===== src/rtl/pip_pkg.sv =====
// Package for the point-in-polygon winding-angle block.
// Holds angle constants, the CORDIC arctangent table and the back-end state type.
`default_nettype none
package pip_pkg;

  localparam int COORD_BITS_DEF   = 16;
  localparam int CORDIC_STEPS_DEF = 16;

  // Signed Q9.14 angle sum.
  localparam int SUM_W = 24;
  localparam logic signed [SUM_W-1:0] PI_Q14      = 24'sd51472;
  localparam logic signed [SUM_W-1:0] ONE_RAD_Q14 = 24'sd16384;

  // Arctangent of 2^-i in Q9.14 radians.
  function automatic logic signed [SUM_W-1:0] atan_q14(input logic [4:0] idx);
    logic signed [SUM_W-1:0] v;
    case (idx)
      5'd0:    v = 24'sd12868;
      5'd1:    v = 24'sd7596;
      5'd2:    v = 24'sd4014;
      5'd3:    v = 24'sd2037;
      5'd4:    v = 24'sd1023;
      5'd5:    v = 24'sd512;
      5'd6:    v = 24'sd256;
      5'd7:    v = 24'sd128;
      5'd8:    v = 24'sd64;
      5'd9:    v = 24'sd32;
      5'd10:   v = 24'sd16;
      5'd11:   v = 24'sd8;
      5'd12:   v = 24'sd4;
      5'd13:   v = 24'sd2;
      5'd14:   v = 24'sd1;
      default: v = 24'sd0;
    endcase
    return v;
  endfunction

  // Back-end sequencer states.
  typedef enum logic [3:0] {
    B_IDLE,
    B_MUL0,
    B_MUL1,
    B_MUL2,
    B_MUL3,
    B_MUL4,
    B_CHK,
    B_NORM,
    B_ITER,
    B_ACC,
    B_NEAR0,
    B_NEAR1,
    B_NEAR2,
    B_NEAR3,
    B_EMIT
  } back_state_t;

endpackage
`default_nettype wire


===== src/rtl/pip_fifo.sv =====
// Two-entry queue between the front and back ends.
// Generic over the width of one job; no package dependency.
`default_nettype none
module pip_fifo #(
  parameter int WIDTH = 8
) (
  input  wire logic             clk,
  input  wire logic             rst_n,
  input  wire logic             push_valid,
  output logic                  push_ready,
  input  wire logic [WIDTH-1:0] push_data,
  output logic                  pop_valid,
  input  wire logic             pop_ready,
  output logic [WIDTH-1:0]      pop_data
);

  logic [WIDTH-1:0] mem_r [2];
  logic             wr_ptr_r, rd_ptr_r;
  logic [1:0]       count_r;
  logic             push, pop;

  assign push_ready = (count_r != 2'd2);
  assign pop_valid  = (count_r != 2'd0);
  assign pop_data   = mem_r[rd_ptr_r];
  assign push       = push_valid && push_ready;
  assign pop        = pop_valid && pop_ready;

  // Pointer and occupancy bookkeeping.
  always_ff @(posedge clk) begin
    if (!rst_n) begin
      wr_ptr_r <= 1'b0;
      rd_ptr_r <= 1'b0;
      count_r  <= 2'd0;
    end else begin
      if (push) wr_ptr_r <= !wr_ptr_r;
      if (pop)  rd_ptr_r <= !rd_ptr_r;
      if (push && !pop)      count_r <= count_r + 2'd1;
      else if (pop && !push) count_r <= count_r - 2'd1;
    end
  end

  // Entry storage.
  always_ff @(posedge clk) begin
    if (push) mem_r[wr_ptr_r] <= push_data;
  end

endmodule
`default_nettype wire


===== src/rtl/pip_front.sv =====
// Front end: accepts vertices, tracks first and previous vertex, forms edge jobs.
// Depends on nothing beyond its parameters; feeds pip_fifo.
`default_nettype none
module pip_front #(
  parameter int COORD_BITS = 16,
  parameter int AW         = 17,
  parameter int JW         = 137
) (
  input  wire logic                         clk,
  input  wire logic                         rst_n,
  input  wire logic                         in_valid,
  output logic                              in_ready,
  input  wire logic signed [COORD_BITS-1:0] in_query_x,
  input  wire logic signed [COORD_BITS-1:0] in_query_y,
  input  wire logic signed [COORD_BITS-1:0] in_vertex_x,
  input  wire logic signed [COORD_BITS-1:0] in_vertex_y,
  input  wire logic                         in_last,
  output logic                              job_valid,
  input  wire logic                         job_ready,
  output logic [JW-1:0]                     job_data
);

  localparam int DW  = COORD_BITS + 1;
  localparam int PRE = DW - AW;
  localparam int EXW = (DW > 17) ? DW : 17;

  logic signed [COORD_BITS-1:0] first_x_r, first_y_r, prev_x_r, prev_y_r;
  logic                         in_poly_r;
  logic signed [COORD_BITS-1:0] fx, fy;
  logic signed [DW-1:0]         dx, dy, pdx, pdy, fdx, fdy;
  logic signed [DW-1:0]         sdx, sdy, spdx, spdy, sfdx, sfdy;
  logic [EXW-1:0]               abs_x, abs_y;
  logic                         far;
  logic                         accept;

  assign in_ready  = job_ready;
  assign job_valid = in_valid;
  assign accept    = in_valid && job_ready;

  // The first vertex of a polygon closes onto itself.
  assign fx = in_poly_r ? first_x_r : in_vertex_x;
  assign fy = in_poly_r ? first_y_r : in_vertex_y;

  // Exact differences from the query point.
  assign dx  = DW'(in_vertex_x) - DW'(in_query_x);
  assign dy  = DW'(in_vertex_y) - DW'(in_query_y);
  assign pdx = DW'(prev_x_r) - DW'(in_query_x);
  assign pdy = DW'(prev_y_r) - DW'(in_query_y);
  assign fdx = DW'(fx) - DW'(in_query_x);
  assign fdy = DW'(fy) - DW'(in_query_y);

  // Wide coordinates are scaled down before the angle computation.
  assign sdx  = dx  >>> PRE;
  assign sdy  = dy  >>> PRE;
  assign spdx = pdx >>> PRE;
  assign spdy = pdy >>> PRE;
  assign sfdx = fdx >>> PRE;
  assign sfdy = fdy >>> PRE;

  // Magnitudes for the near-vertex test; beyond 16 bits the vertex is far.
  assign abs_x = dx[DW-1] ? EXW'(-dx) : EXW'(dx);
  assign abs_y = dy[DW-1] ? EXW'(-dy) : EXW'(dy);
  assign far   = (abs_x > EXW'(65535)) || (abs_y > EXW'(65535));

  assign job_data = {!in_poly_r, in_last, far, abs_x[15:0], abs_y[15:0],
                     spdx[AW-1:0], spdy[AW-1:0], sdx[AW-1:0], sdy[AW-1:0],
                     sfdx[AW-1:0], sfdy[AW-1:0]};

  // Polygon tracking state.
  always_ff @(posedge clk) begin
    if (!rst_n) begin
      in_poly_r <= 1'b0;
    end else if (accept) begin
      in_poly_r <= !in_last;
    end
  end

  always_ff @(posedge clk) begin
    if (accept) begin
      prev_x_r <= in_vertex_x;
      prev_y_r <= in_vertex_y;
      if (!in_poly_r) begin
        first_x_r <= in_vertex_x;
        first_y_r <= in_vertex_y;
      end
    end
  end

endmodule
`default_nettype wire


===== src/rtl/pip_back.sv =====
// Back end: per job, edge angles by shared multiplier and iterative CORDIC,
// near-vertex test, saturating sum and the result register. Uses pip_pkg.
`default_nettype none
module pip_back #(
  parameter int AW           = 17,
  parameter int JW           = 137,
  parameter int CORDIC_STEPS = 16
) (
  input  wire logic          clk,
  input  wire logic          rst_n,
  input  wire logic [15:0]   precision,
  input  wire logic          job_valid,
  output logic               job_ready,
  input  wire logic [JW-1:0] job_data,
  output logic               out_valid,
  input  wire logic          out_ready,
  output logic               out_inside_res
);

  localparam int MW  = (AW > 17) ? AW : 17;
  localparam int PW  = 2 * MW;
  localparam int ACW = PW + 1;
  localparam int NW  = (ACW > 38) ? ACW : 38;
  localparam int IW  = $clog2(CORDIC_STEPS);
  localparam int SW  = pip_pkg::SUM_W;
  localparam logic [NW-1:0] T37 = NW'(1) << 37;
  localparam logic [NW-1:0] T29 = NW'(1) << 29;
  localparam logic [NW-1:0] T28 = NW'(1) << 28;
  localparam logic [NW-1:0] T20 = NW'(1) << 20;
  localparam logic [IW-1:0] LAST_IT = IW'(CORDIC_STEPS - 1);

  // Job field offsets.
  localparam int O_FDY = 0;
  localparam int O_FDX = AW;
  localparam int O_DY  = 2 * AW;
  localparam int O_DX  = 3 * AW;
  localparam int O_PDY = 4 * AW;
  localparam int O_PDX = 5 * AW;
  localparam int O_NAY = 6 * AW;
  localparam int O_NAX = 6 * AW + 16;
  localparam int O_FAR = 6 * AW + 32;
  localparam int O_LST = 6 * AW + 33;
  localparam int O_FST = 6 * AW + 34;

  pip_pkg::back_state_t state_r, state_nxt;

  logic [JW-1:0]           job_r;
  logic                    sel_r;
  logic signed [PW-1:0]    prod_r;
  logic signed [ACW-1:0]   cross_r, dot_r, nacc_r;
  logic [NW-1:0]           mx_r, my_r, mag;
  logic signed [31:0]      cx_r, cy_r;
  logic signed [SW-1:0]    z_r, sum_r;
  logic [IW-1:0]           it_r;
  logic                    near_r;
  logic                    out_valid_r, out_inside_r;
  logic signed [AW-1:0]    ax, ay, bx, by;
  logic signed [MW-1:0]    op_a, op_b;
  logic signed [PW-1:0]    mul;
  logic signed [ACW-1:0]   prod_ext;
  logic signed [SW:0]      sum_wide;
  logic signed [SW-1:0]    sum_sat;
  logic signed [NW:0]      dot_w, cross_w;
  logic signed [31:0]      cy_sh, cx_sh;
  logic signed [SW-1:0]    atan_v;
  logic                    norm_done, out_free, fold;

  // Edge operands: previous-to-current, then current-to-first.
  assign ax = sel_r ? $signed(job_r[O_DX +: AW]) : $signed(job_r[O_PDX +: AW]);
  assign ay = sel_r ? $signed(job_r[O_DY +: AW]) : $signed(job_r[O_PDY +: AW]);
  assign bx = sel_r ? $signed(job_r[O_FDX +: AW]) : $signed(job_r[O_DX +: AW]);
  assign by = sel_r ? $signed(job_r[O_FDY +: AW]) : $signed(job_r[O_DY +: AW]);

  // Shared multiplier operand selection.
  always_comb begin
    op_a = '0;
    op_b = '0;
    case (state_r)
      pip_pkg::B_MUL0:  begin op_a = MW'(ax); op_b = MW'(by); end
      pip_pkg::B_MUL1:  begin op_a = MW'(bx); op_b = MW'(ay); end
      pip_pkg::B_MUL2:  begin op_a = MW'(ax); op_b = MW'(bx); end
      pip_pkg::B_MUL3:  begin op_a = MW'(ay); op_b = MW'(by); end
      pip_pkg::B_NEAR0: begin
        op_a = $signed(MW'(job_r[O_NAX +: 16]));
        op_b = $signed(MW'(job_r[O_NAX +: 16]));
      end
      pip_pkg::B_NEAR1: begin
        op_a = $signed(MW'(job_r[O_NAY +: 16]));
        op_b = $signed(MW'(job_r[O_NAY +: 16]));
      end
      pip_pkg::B_NEAR2: begin
        op_a = $signed(MW'(precision));
        op_b = $signed(MW'(precision));
      end
      default: begin
        op_a = '0;
        op_b = '0;
      end
    endcase
  end

  assign mul      = op_a * op_b;
  assign prod_ext = ACW'(prod_r);

  // Magnitudes of dot and cross for normalization.
  assign dot_w   = (NW + 1)'(dot_r);
  assign cross_w = (NW + 1)'(cross_r);
  assign mag     = mx_r | my_r;
  assign norm_done = (mag < T29) && (mag >= T28);

  // A negative dot product whose magnitude normalizes to zero stays unfolded.
  assign fold = dot_r[ACW-1] && (mx_r[29:0] != 30'd0);

  // CORDIC micro-rotation terms.
  assign cy_sh  = cy_r >>> it_r;
  assign cx_sh  = cx_r >>> it_r;
  assign atan_v = pip_pkg::atan_q14(5'(it_r));

  // Saturating sum update.
  assign sum_wide = {z_r[SW-1], z_r} + {sum_r[SW-1], sum_r};
  assign sum_sat  = (sum_wide[SW] != sum_wide[SW-1])
                  ? (sum_wide[SW] ? {1'b1, {(SW-1){1'b0}}} : {1'b0, {(SW-1){1'b1}}})
                  : sum_wide[SW-1:0];

  assign out_free = !out_valid_r || out_ready;

  // Next-state logic.
  always_comb begin
    state_nxt = state_r;
    unique case (state_r)
      pip_pkg::B_IDLE:
        if (job_valid) state_nxt = job_data[O_FST] ? pip_pkg::B_NEAR0 : pip_pkg::B_MUL0;
      pip_pkg::B_MUL0:  state_nxt = pip_pkg::B_MUL1;
      pip_pkg::B_MUL1:  state_nxt = pip_pkg::B_MUL2;
      pip_pkg::B_MUL2:  state_nxt = pip_pkg::B_MUL3;
      pip_pkg::B_MUL3:  state_nxt = pip_pkg::B_MUL4;
      pip_pkg::B_MUL4:  state_nxt = pip_pkg::B_CHK;
      pip_pkg::B_CHK:   state_nxt = (cross_r == '0) ? pip_pkg::B_ACC : pip_pkg::B_NORM;
      pip_pkg::B_NORM:  if (norm_done) state_nxt = pip_pkg::B_ITER;
      pip_pkg::B_ITER:  if (it_r == LAST_IT) state_nxt = pip_pkg::B_ACC;
      pip_pkg::B_ACC:   state_nxt = sel_r ? pip_pkg::B_EMIT : pip_pkg::B_NEAR0;
      pip_pkg::B_NEAR0: state_nxt = pip_pkg::B_NEAR1;
      pip_pkg::B_NEAR1: state_nxt = pip_pkg::B_NEAR2;
      pip_pkg::B_NEAR2: state_nxt = pip_pkg::B_NEAR3;
      pip_pkg::B_NEAR3: state_nxt = job_r[O_LST] ? pip_pkg::B_MUL0 : pip_pkg::B_IDLE;
      pip_pkg::B_EMIT:  if (out_free) state_nxt = pip_pkg::B_IDLE;
      default:          state_nxt = pip_pkg::B_IDLE;
    endcase
  end

  // Outputs of the sequencer.
  always_comb begin
    job_ready = (state_r == pip_pkg::B_IDLE);
  end

  assign out_valid      = out_valid_r;
  assign out_inside_res = out_inside_r;

  // Control registers.
  always_ff @(posedge clk) begin
    if (!rst_n) begin
      state_r     <= pip_pkg::B_IDLE;
      out_valid_r <= 1'b0;
    end else begin
      state_r <= state_nxt;
      if (state_r == pip_pkg::B_EMIT && out_free) out_valid_r <= 1'b1;
      else if (out_ready)                          out_valid_r <= 1'b0;
    end
  end

  // Datapath registers.
  always_ff @(posedge clk) begin
    case (state_r)
      pip_pkg::B_IDLE: begin
        if (job_valid) begin
          job_r <= job_data;
          sel_r <= 1'b0;
          if (job_data[O_FST]) begin
            sum_r  <= '0;
            near_r <= 1'b0;
          end
        end
      end
      pip_pkg::B_MUL0: prod_r <= mul;
      pip_pkg::B_MUL1: begin
        cross_r <= prod_ext;
        prod_r  <= mul;
      end
      pip_pkg::B_MUL2: begin
        cross_r <= cross_r - prod_ext;
        prod_r  <= mul;
      end
      pip_pkg::B_MUL3: begin
        dot_r  <= prod_ext;
        prod_r <= mul;
      end
      pip_pkg::B_MUL4: dot_r <= dot_r + prod_ext;
      pip_pkg::B_CHK: begin
        // Collinear edge: zero when pointing the same way, minus pi otherwise.
        z_r  <= dot_r[ACW-1] ? -pip_pkg::PI_Q14 : '0;
        mx_r <= dot_w[NW] ? NW'(-dot_w) : dot_w[NW-1:0];
        my_r <= cross_w[NW] ? NW'(-cross_w) : cross_w[NW-1:0];
      end
      pip_pkg::B_NORM: begin
        if (mag >= T37) begin
          mx_r <= mx_r >> 8;
          my_r <= my_r >> 8;
        end else if (mag >= T29) begin
          mx_r <= mx_r >> 1;
          my_r <= my_r >> 1;
        end else if (mag < T20) begin
          mx_r <= mx_r << 8;
          my_r <= my_r << 8;
        end else if (mag < T28) begin
          mx_r <= mx_r << 1;
          my_r <= my_r << 1;
        end else begin
          // Fold the left half plane onto the right one.
          it_r <= '0;
          cx_r <= $signed({2'b00, mx_r[29:0]});
          if (fold) begin
            cy_r <= cross_r[ACW-1] ? $signed({2'b00, my_r[29:0]})
                                   : -$signed({2'b00, my_r[29:0]});
            z_r  <= (!cross_r[ACW-1] && (my_r[29:0] != 30'd0)) ? pip_pkg::PI_Q14
                                                                : -pip_pkg::PI_Q14;
          end else begin
            cy_r <= cross_r[ACW-1] ? -$signed({2'b00, my_r[29:0]})
                                   : $signed({2'b00, my_r[29:0]});
            z_r  <= '0;
          end
        end
      end
      pip_pkg::B_ITER: begin
        if (cy_r > 0) begin
          cx_r <= cx_r + cy_sh;
          cy_r <= cy_r - cx_sh;
          z_r  <= z_r + atan_v;
        end else begin
          cx_r <= cx_r - cy_sh;
          cy_r <= cy_r + cx_sh;
          z_r  <= z_r - atan_v;
        end
        it_r <= it_r + IW'(1);
      end
      pip_pkg::B_ACC:   sum_r <= sum_sat;
      pip_pkg::B_NEAR0: prod_r <= mul;
      pip_pkg::B_NEAR1: begin
        nacc_r <= prod_ext;
        prod_r <= mul;
      end
      pip_pkg::B_NEAR2: begin
        nacc_r <= nacc_r + prod_ext;
        prod_r <= mul;
      end
      pip_pkg::B_NEAR3: begin
        if (!job_r[O_FAR] && (nacc_r <= prod_ext)) near_r <= 1'b1;
        sel_r <= 1'b1;
      end
      pip_pkg::B_EMIT: begin
        if (out_free) begin
          out_inside_r <= near_r || (sum_r > pip_pkg::ONE_RAD_Q14)
                        || (sum_r < -pip_pkg::ONE_RAD_Q14);
        end
      end
      default: begin
      end
    endcase
  end

endmodule
`default_nettype wire


===== src/rtl/point_in_polygon_winding_angle.sv =====
// Top level of the point-in-polygon winding-angle test.
// Depends on pip_pkg, pip_front, pip_fifo and pip_back.
//
//   channel  direction  handshake          payload
//   in       input      in_valid/in_ready  query_x, query_y, vertex_x, vertex_y, last
//   out      output     out_valid/out_ready inside_res
//   cfg      input      cfg_valid/cfg_ready precision
//
// An edge passes through the multiply states, a check state, normalization, the CORDIC
// rotations and an accumulate state; a collinear edge goes from the check to the accumulate.
// A middle vertex adds a dispatch state and the near-vertex test states; the last vertex
// adds the closing edge and an emit state. The shared multiplier and the single CORDIC
// rotation unit serve every edge in turn. Reset is synchronous; a two-entry queue lets
// the front accept while the back works, and the result register holds a finished result
// while out_ready is low.
`default_nettype none
module point_in_polygon_winding_angle #(
  parameter int COORD_BITS   = pip_pkg::COORD_BITS_DEF,
  parameter int CORDIC_STEPS = pip_pkg::CORDIC_STEPS_DEF
) (
  input  wire logic                         clk,
  input  wire logic                         rst_n,
  input  wire logic                         in_valid,
  output logic                              in_ready,
  input  wire logic signed [COORD_BITS-1:0] in_query_x,
  input  wire logic signed [COORD_BITS-1:0] in_query_y,
  input  wire logic signed [COORD_BITS-1:0] in_vertex_x,
  input  wire logic signed [COORD_BITS-1:0] in_vertex_y,
  input  wire logic                         in_last,
  output logic                              out_valid,
  input  wire logic                         out_ready,
  output logic                              out_inside_res,
  input  wire logic                         cfg_valid,
  output logic                              cfg_ready,
  input  wire logic [15:0]                  cfg_precision
);

  localparam int AW = (COORD_BITS > 30) ? 31 : COORD_BITS + 1;
  localparam int JW = 6 * AW + 35;

  logic [15:0]   precision_r;
  logic          f_valid, f_ready, b_valid, b_ready;
  logic [JW-1:0] f_data, b_data;

  // Configuration register; writes are always taken.
  assign cfg_ready = 1'b1;

  always_ff @(posedge clk) begin
    if (!rst_n) begin
      precision_r <= '0;
    end else if (cfg_valid) begin
      precision_r <= cfg_precision;
    end
  end

  pip_front #(
    .COORD_BITS (COORD_BITS),
    .AW         (AW),
    .JW         (JW)
  ) u_front (
    .clk         (clk),
    .rst_n       (rst_n),
    .in_valid    (in_valid),
    .in_ready    (in_ready),
    .in_query_x  (in_query_x),
    .in_query_y  (in_query_y),
    .in_vertex_x (in_vertex_x),
    .in_vertex_y (in_vertex_y),
    .in_last     (in_last),
    .job_valid   (f_valid),
    .job_ready   (f_ready),
    .job_data    (f_data)
  );

  pip_fifo #(
    .WIDTH (JW)
  ) u_fifo (
    .clk        (clk),
    .rst_n      (rst_n),
    .push_valid (f_valid),
    .push_ready (f_ready),
    .push_data  (f_data),
    .pop_valid  (b_valid),
    .pop_ready  (b_ready),
    .pop_data   (b_data)
  );

  pip_back #(
    .AW           (AW),
    .JW           (JW),
    .CORDIC_STEPS (CORDIC_STEPS)
  ) u_back (
    .clk            (clk),
    .rst_n          (rst_n),
    .precision      (precision_r),
    .job_valid      (b_valid),
    .job_ready      (b_ready),
    .job_data       (b_data),
    .out_valid      (out_valid),
    .out_ready      (out_ready),
    .out_inside_res (out_inside_res)
  );

endmodule
`default_nettype wire


===== config.mk =====
export PLATFORM = sky130hd
export DESIGN_NAME = point_in_polygon_winding_angle
export DESIGN_NICKNAME = d
export VERILOG_FILES = /design/src/rtl/pip_pkg.sv /design/src/rtl/pip_fifo.sv /design/src/rtl/pip_front.sv /design/src/rtl/pip_back.sv /design/src/rtl/point_in_polygon_winding_angle.sv
export SDC_FILE = /design/constraint.sdc
export NUM_CORES = 2
export LEC_CHECK = 0
export ABC_AREA = 1
export ABC_CLOCK_PERIOD_IN_PS = 9800
export BUFFER_PORTS_ARGS = -buffer_cell sky130_fd_sc_hd__buf_2
export CAP_MARGIN = 0
export CORE_MARGIN = 1
export CORE_UTILIZATION = 59
export CTS_CLUSTER_SIZE = 40
export DETAILED_ROUTE_END_ITERATION = 8
export PLACE_DENSITY = 0.78
export SKIP_LAST_GASP = 1
export SLEW_MARGIN = 15
export SYNTH_ARGS = -nofsm -noshare
export SYNTH_HDL_FRONTEND = slang
export SYNTH_SLANG_ARGS = --single-unit

===== constraint.sdc =====
create_clock -name clk -period 9.8 [get_ports clk]
set_clock_uncertainty 0.15 [all_clocks]
set_input_delay 0.49 -clock clk [delete_from_list [all_inputs] [get_ports clk]]
set_output_delay 0.49 -clock clk [all_outputs]
set_load 0.01 [all_outputs]

==> results.sh <==
export IMPL_finalSetupViolCount=0
export IMPL_p_leak_nw=34.2
export IMPL_netSwitchingFraction_pct=49.4
export IMPL_yosysMostFrequentCell="nand2_1"
export IMPL_cp_slowest_cell="fa_1"
export IMPL_synth_cell_types=72
export IMPL_htree_levels=3
export IMPL_grt_pass1_wl_um=328000
export IMPL_post_route_min_period_ps=8890
export IMPL_fmax_mhz=113
export IMPL_placed_area_sq_um=71600
export IMPL_critical_path_max_stage_delay_ps=930
export IMPL_grt_max_degree=137
export IMPL_start_util_pct=59.8
export IMPL_finalNonFillerCells=10100
export IMPL_ys_ff_latch=843
export IMPL_setup_tns_ps=0
export IMPL_numPortBuffers=88
export IMPL_required_ps=10080
export IMPL_cts_made_buffers=93
export IMPL_post_route_util_pct=64.5
export IMPL_power_share_sequential_pct=26.0
export IMPL_final_area_sq_um=75300
export IMPL_cp_cell_sequence="inv_1, nor2_2, inv_2, nor2_2, nand2_1, inv_1, or4_1, nand2_1, fa_1, inv_1, fa_1, fa_1, fa_1, inv_1, fa_1, fa_1, inv_1, ha_1, nand2_1, inv_1, a221oi_1, o21a_1, o311ai_0, xor2_1"
export IMPL_async_flop_share_pct=0
export IMPL_fillers=9895
export IMPL_cp_top_family="adder cells"
export IMPL_status="finished, final reports clean"
export IMPL_ir_drop_v=0.000251
export IMPL_final_layout_size_suffix_gt1_share_pct=6.88
export IMPL_synthFlopType="edfxtp_1"
export IMPL_die_h_um=346
export IMPL_synth_edf_count=802
export IMPL_clk_pin_slew_ps=60
export IMPL_avgSynthCellArea_sq_um=8.26
export IMPL_ys_seq_area_share_pct=35.7
export IMPL_cts_tree="done"
export IMPL_synth_top_area_share_pct=34.5
export IMPL_clock_latency_ps=730
export IMPL_die_area_sq_um=120000
export IMPL_routed_wl_um=212000
export IMPL_area_delta_synth_final_pct=7.89
export IMPL_hold_path_startpoint="rst_n"
export IMPL_boundaryPins=90
export IMPL_slew_violations=0
export IMPL_grt_pass1_vias=59000
export IMPL_hold_path_class="in2reg"
export IMPL_yosysTopAreaCell="edfxtp_1"
export IMPL_max_cap_violations=0
export IMPL_p_int_mw=12.5
export IMPL_cts_num_sinks=843
export IMPL_cts_setup_buffers=0
export IMPL_yosys_top_cells_area="edfxtp_1 35%, nand2_1 9.7%, fa_1 8.9%"
export IMPL_vias=60300
export IMPL_synth_common_cells="1,802 x nand2_1, 1,255 x inv_1, 802 x edfxtp_1, 632 x nor2_1, 614 x o21ai_0"
export IMPL_rr_startpoint="u_back.state_r[1]$_SDFFE_PN0P_"
export IMPL_antenna_found_initial=2
export IMPL_worst_slew_pin_slew_ps=1160
export IMPL_holdBufCountCts=49
export IMPL_place_hpwl_um=163000
export IMPL_antenna_left=0
export IMPL_powerDensity_nw_per_um2=327
export IMPL_cts_buffer_depth=3
export IMPL_path_buf_inv=7
export IMPL_final_min_period_over_clock_period_pct=90.7
export IMPL_grt_overflow=0
export IMPL_worstPathArrival_ps=9160
export IMPL_viasPerCell=5.97
export IMPL_drtIter0Drc=6384
export IMPL_cp_startpoint="u_back.state_r[1]$_SDFFE_PN0P_"
export IMPL_syn_inst=8450
export IMPL_place_gp_congestion=1.04
export IMPL_critPathLaunchType="flop"
export IMPL_track_usage_pct=35.0
export IMPL_first_pass_iters=7
export IMPL_diodes=0
export IMPL_rsz0062_at_grt="no"
export IMPL_num_rows=125
export IMPL_hold_violations=0
export IMPL_wl_per_cell_um=21.0
export IMPL_ctsRootBufferMaster="clkbuf_16"
export IMPL_p_sw_mw=12.2
export IMPL_core_sq_um=117000
export IMPL_crit_fanout=17
export IMPL_route_detailed_drc=0
export IMPL_cp_end_kind="flop"
export IMPL_fp_dieW_um=346
export IMPL_critPathKind="reg2reg"
export IMPL_cts_resized=0
export IMPL_yosys_warnings=0
export IMPL_comb_power_share_pct=59.3
export IMPL_nNetsFinal=9335
export IMPL_dpl_cell_count=9878
export IMPL_syn_area_sq_um=69800
export IMPL_max_slew_margin_rel_pct=22.6
export IMPL_clkPwrFrac_pct=14.7
## flip-flops by register name (all words and copies together), names as in the netlist, 2 cells and up, named ones only
signal / flops
u_front.prev_x_r: 16
u_back.prod_r: 34
u_back.it_r: 4
u_back.state_r: 4
u_back.nacc_r: 35
u_fifo.count_r: 2
u_back.mx_r: 38
u_fifo.mem_r: 270
u_back.cross_r: 35
u_back.cx_r: 32
u_back.dot_r: 35
u_back.cy_r: 32
u_back.sum_r: 24
u_back.atan_v: 14
u_front.prev_y_r: 16
u_back.my_r: 38
u_back.z_r: 24
u_front.first_x_r: 16
u_front.first_y_r: 16
u_back.job_r: 134
precision_r: 16
## final cells by class
type	instances	area, sq um	area share, %
clock buffers	122	2490	3.30
well taps	1524	1910	2.53
multi-input cells	6069	39000	51.8
repair buffers	215	1530	2.03
inverters	1276	4790	6.36
clock inverters	54	647	0.859
flip-flops and latches	843	24900	33.1
## logic make-up after synthesis
| logic type | Yosys count | share of synthesized area [%] |
|---|---|---|
| buf+inv | 1541 | 8.59 |
| other cells | 2 | 0.0108 |
| compound gates | 1569 | 12.7 |
| mux | 135 | 2.18 |
| xor+xnor | 330 | 4.14 |
| flops | 843 | 35.7 |
| simple gates | 3279 | 19.9 |
| fa+ha+maj | 751 | 16.8 |
## worst register-to-register path: stages (launching register included)
cell	delay (ps)
dfxtp_1	480
inv_1	160
nor2_2	430
inv_2	140
nor2_2	730
nand2_1	110
inv_1	120
or4_1	640
nand2_1	190
fa_1	800
inv_1	110
fa_1	930
fa_1	610
fa_1	560
inv_1	50
fa_1	500
fa_1	540
inv_1	50
ha_1	370
nand2_1	110
inv_1	50
a221oi_1	300
o21a_1	170
o311ai_0	150
xor2_1	170
## cell usage in the layout, fill, tap and decap left out, types with 40 or more instances in the layout
cell              n
nand2_1        1801
inv_1          1250
edfxtp_1        802
nor2_1          624
o21ai_0         614
a21oi_1         552
nand3_1         512
ha_1            441
fa_1            310
xor2_1          218
mux2_2          135
xnor2_1         111
clkbuf_16        93
nor3_1           91
buf_2            88
nand4_1          79
buf_4            77
dlygate4sd3_1    49
nor4_1           45
or2_2            40
o22ai_1          40
dfxtp_1          40
## layer usage
layer  share of wire [%]  GRT usage (%)
met5               0.016              0
met4                 5.3           16.2
met3                 7.9           5.30
met2                  47           58.9
met1                  39           44.4
## stage by stage
stage	hold slack, ps	setup WS, ps	total power, mW
after floorplan	275	571	16.6
after global placement	278	1120	20.4
after detailed placement	297	1030	20.7
after CTS	60.9	997	24.4
after global routing	117	277	26.5
final	111	915	24.6
## worst paths after layout
path                                       end  slack (ps)  cells after the start
hold reg to reg                           flop         320                      1
hold / removal    u_fifo.wr_ptr_r$_SDFFE_PN0P_         110                      3
setup / recovery   u_back.prod_r[32]$_DFFE_PP_         910                     24
setup reg to reg   u_back.prod_r[32]$_DFFE_PP_         910                     24
## power groups by stage
stage / combinational (mW) / sequential [mW] / clock [mW]
floorplan: 10.5 / 6.06 / 0
global placement: 14.0 / 6.42 / 0
detailed placement: 14.3 / 6.44 / 0
CTS: 14.4 / 6.38 / 3.64
global route: 16.3 / 6.44 / 3.77
finish: 14.6 / 6.41 / 3.62
No activity file was read; power rests on OpenSTA's default activity.
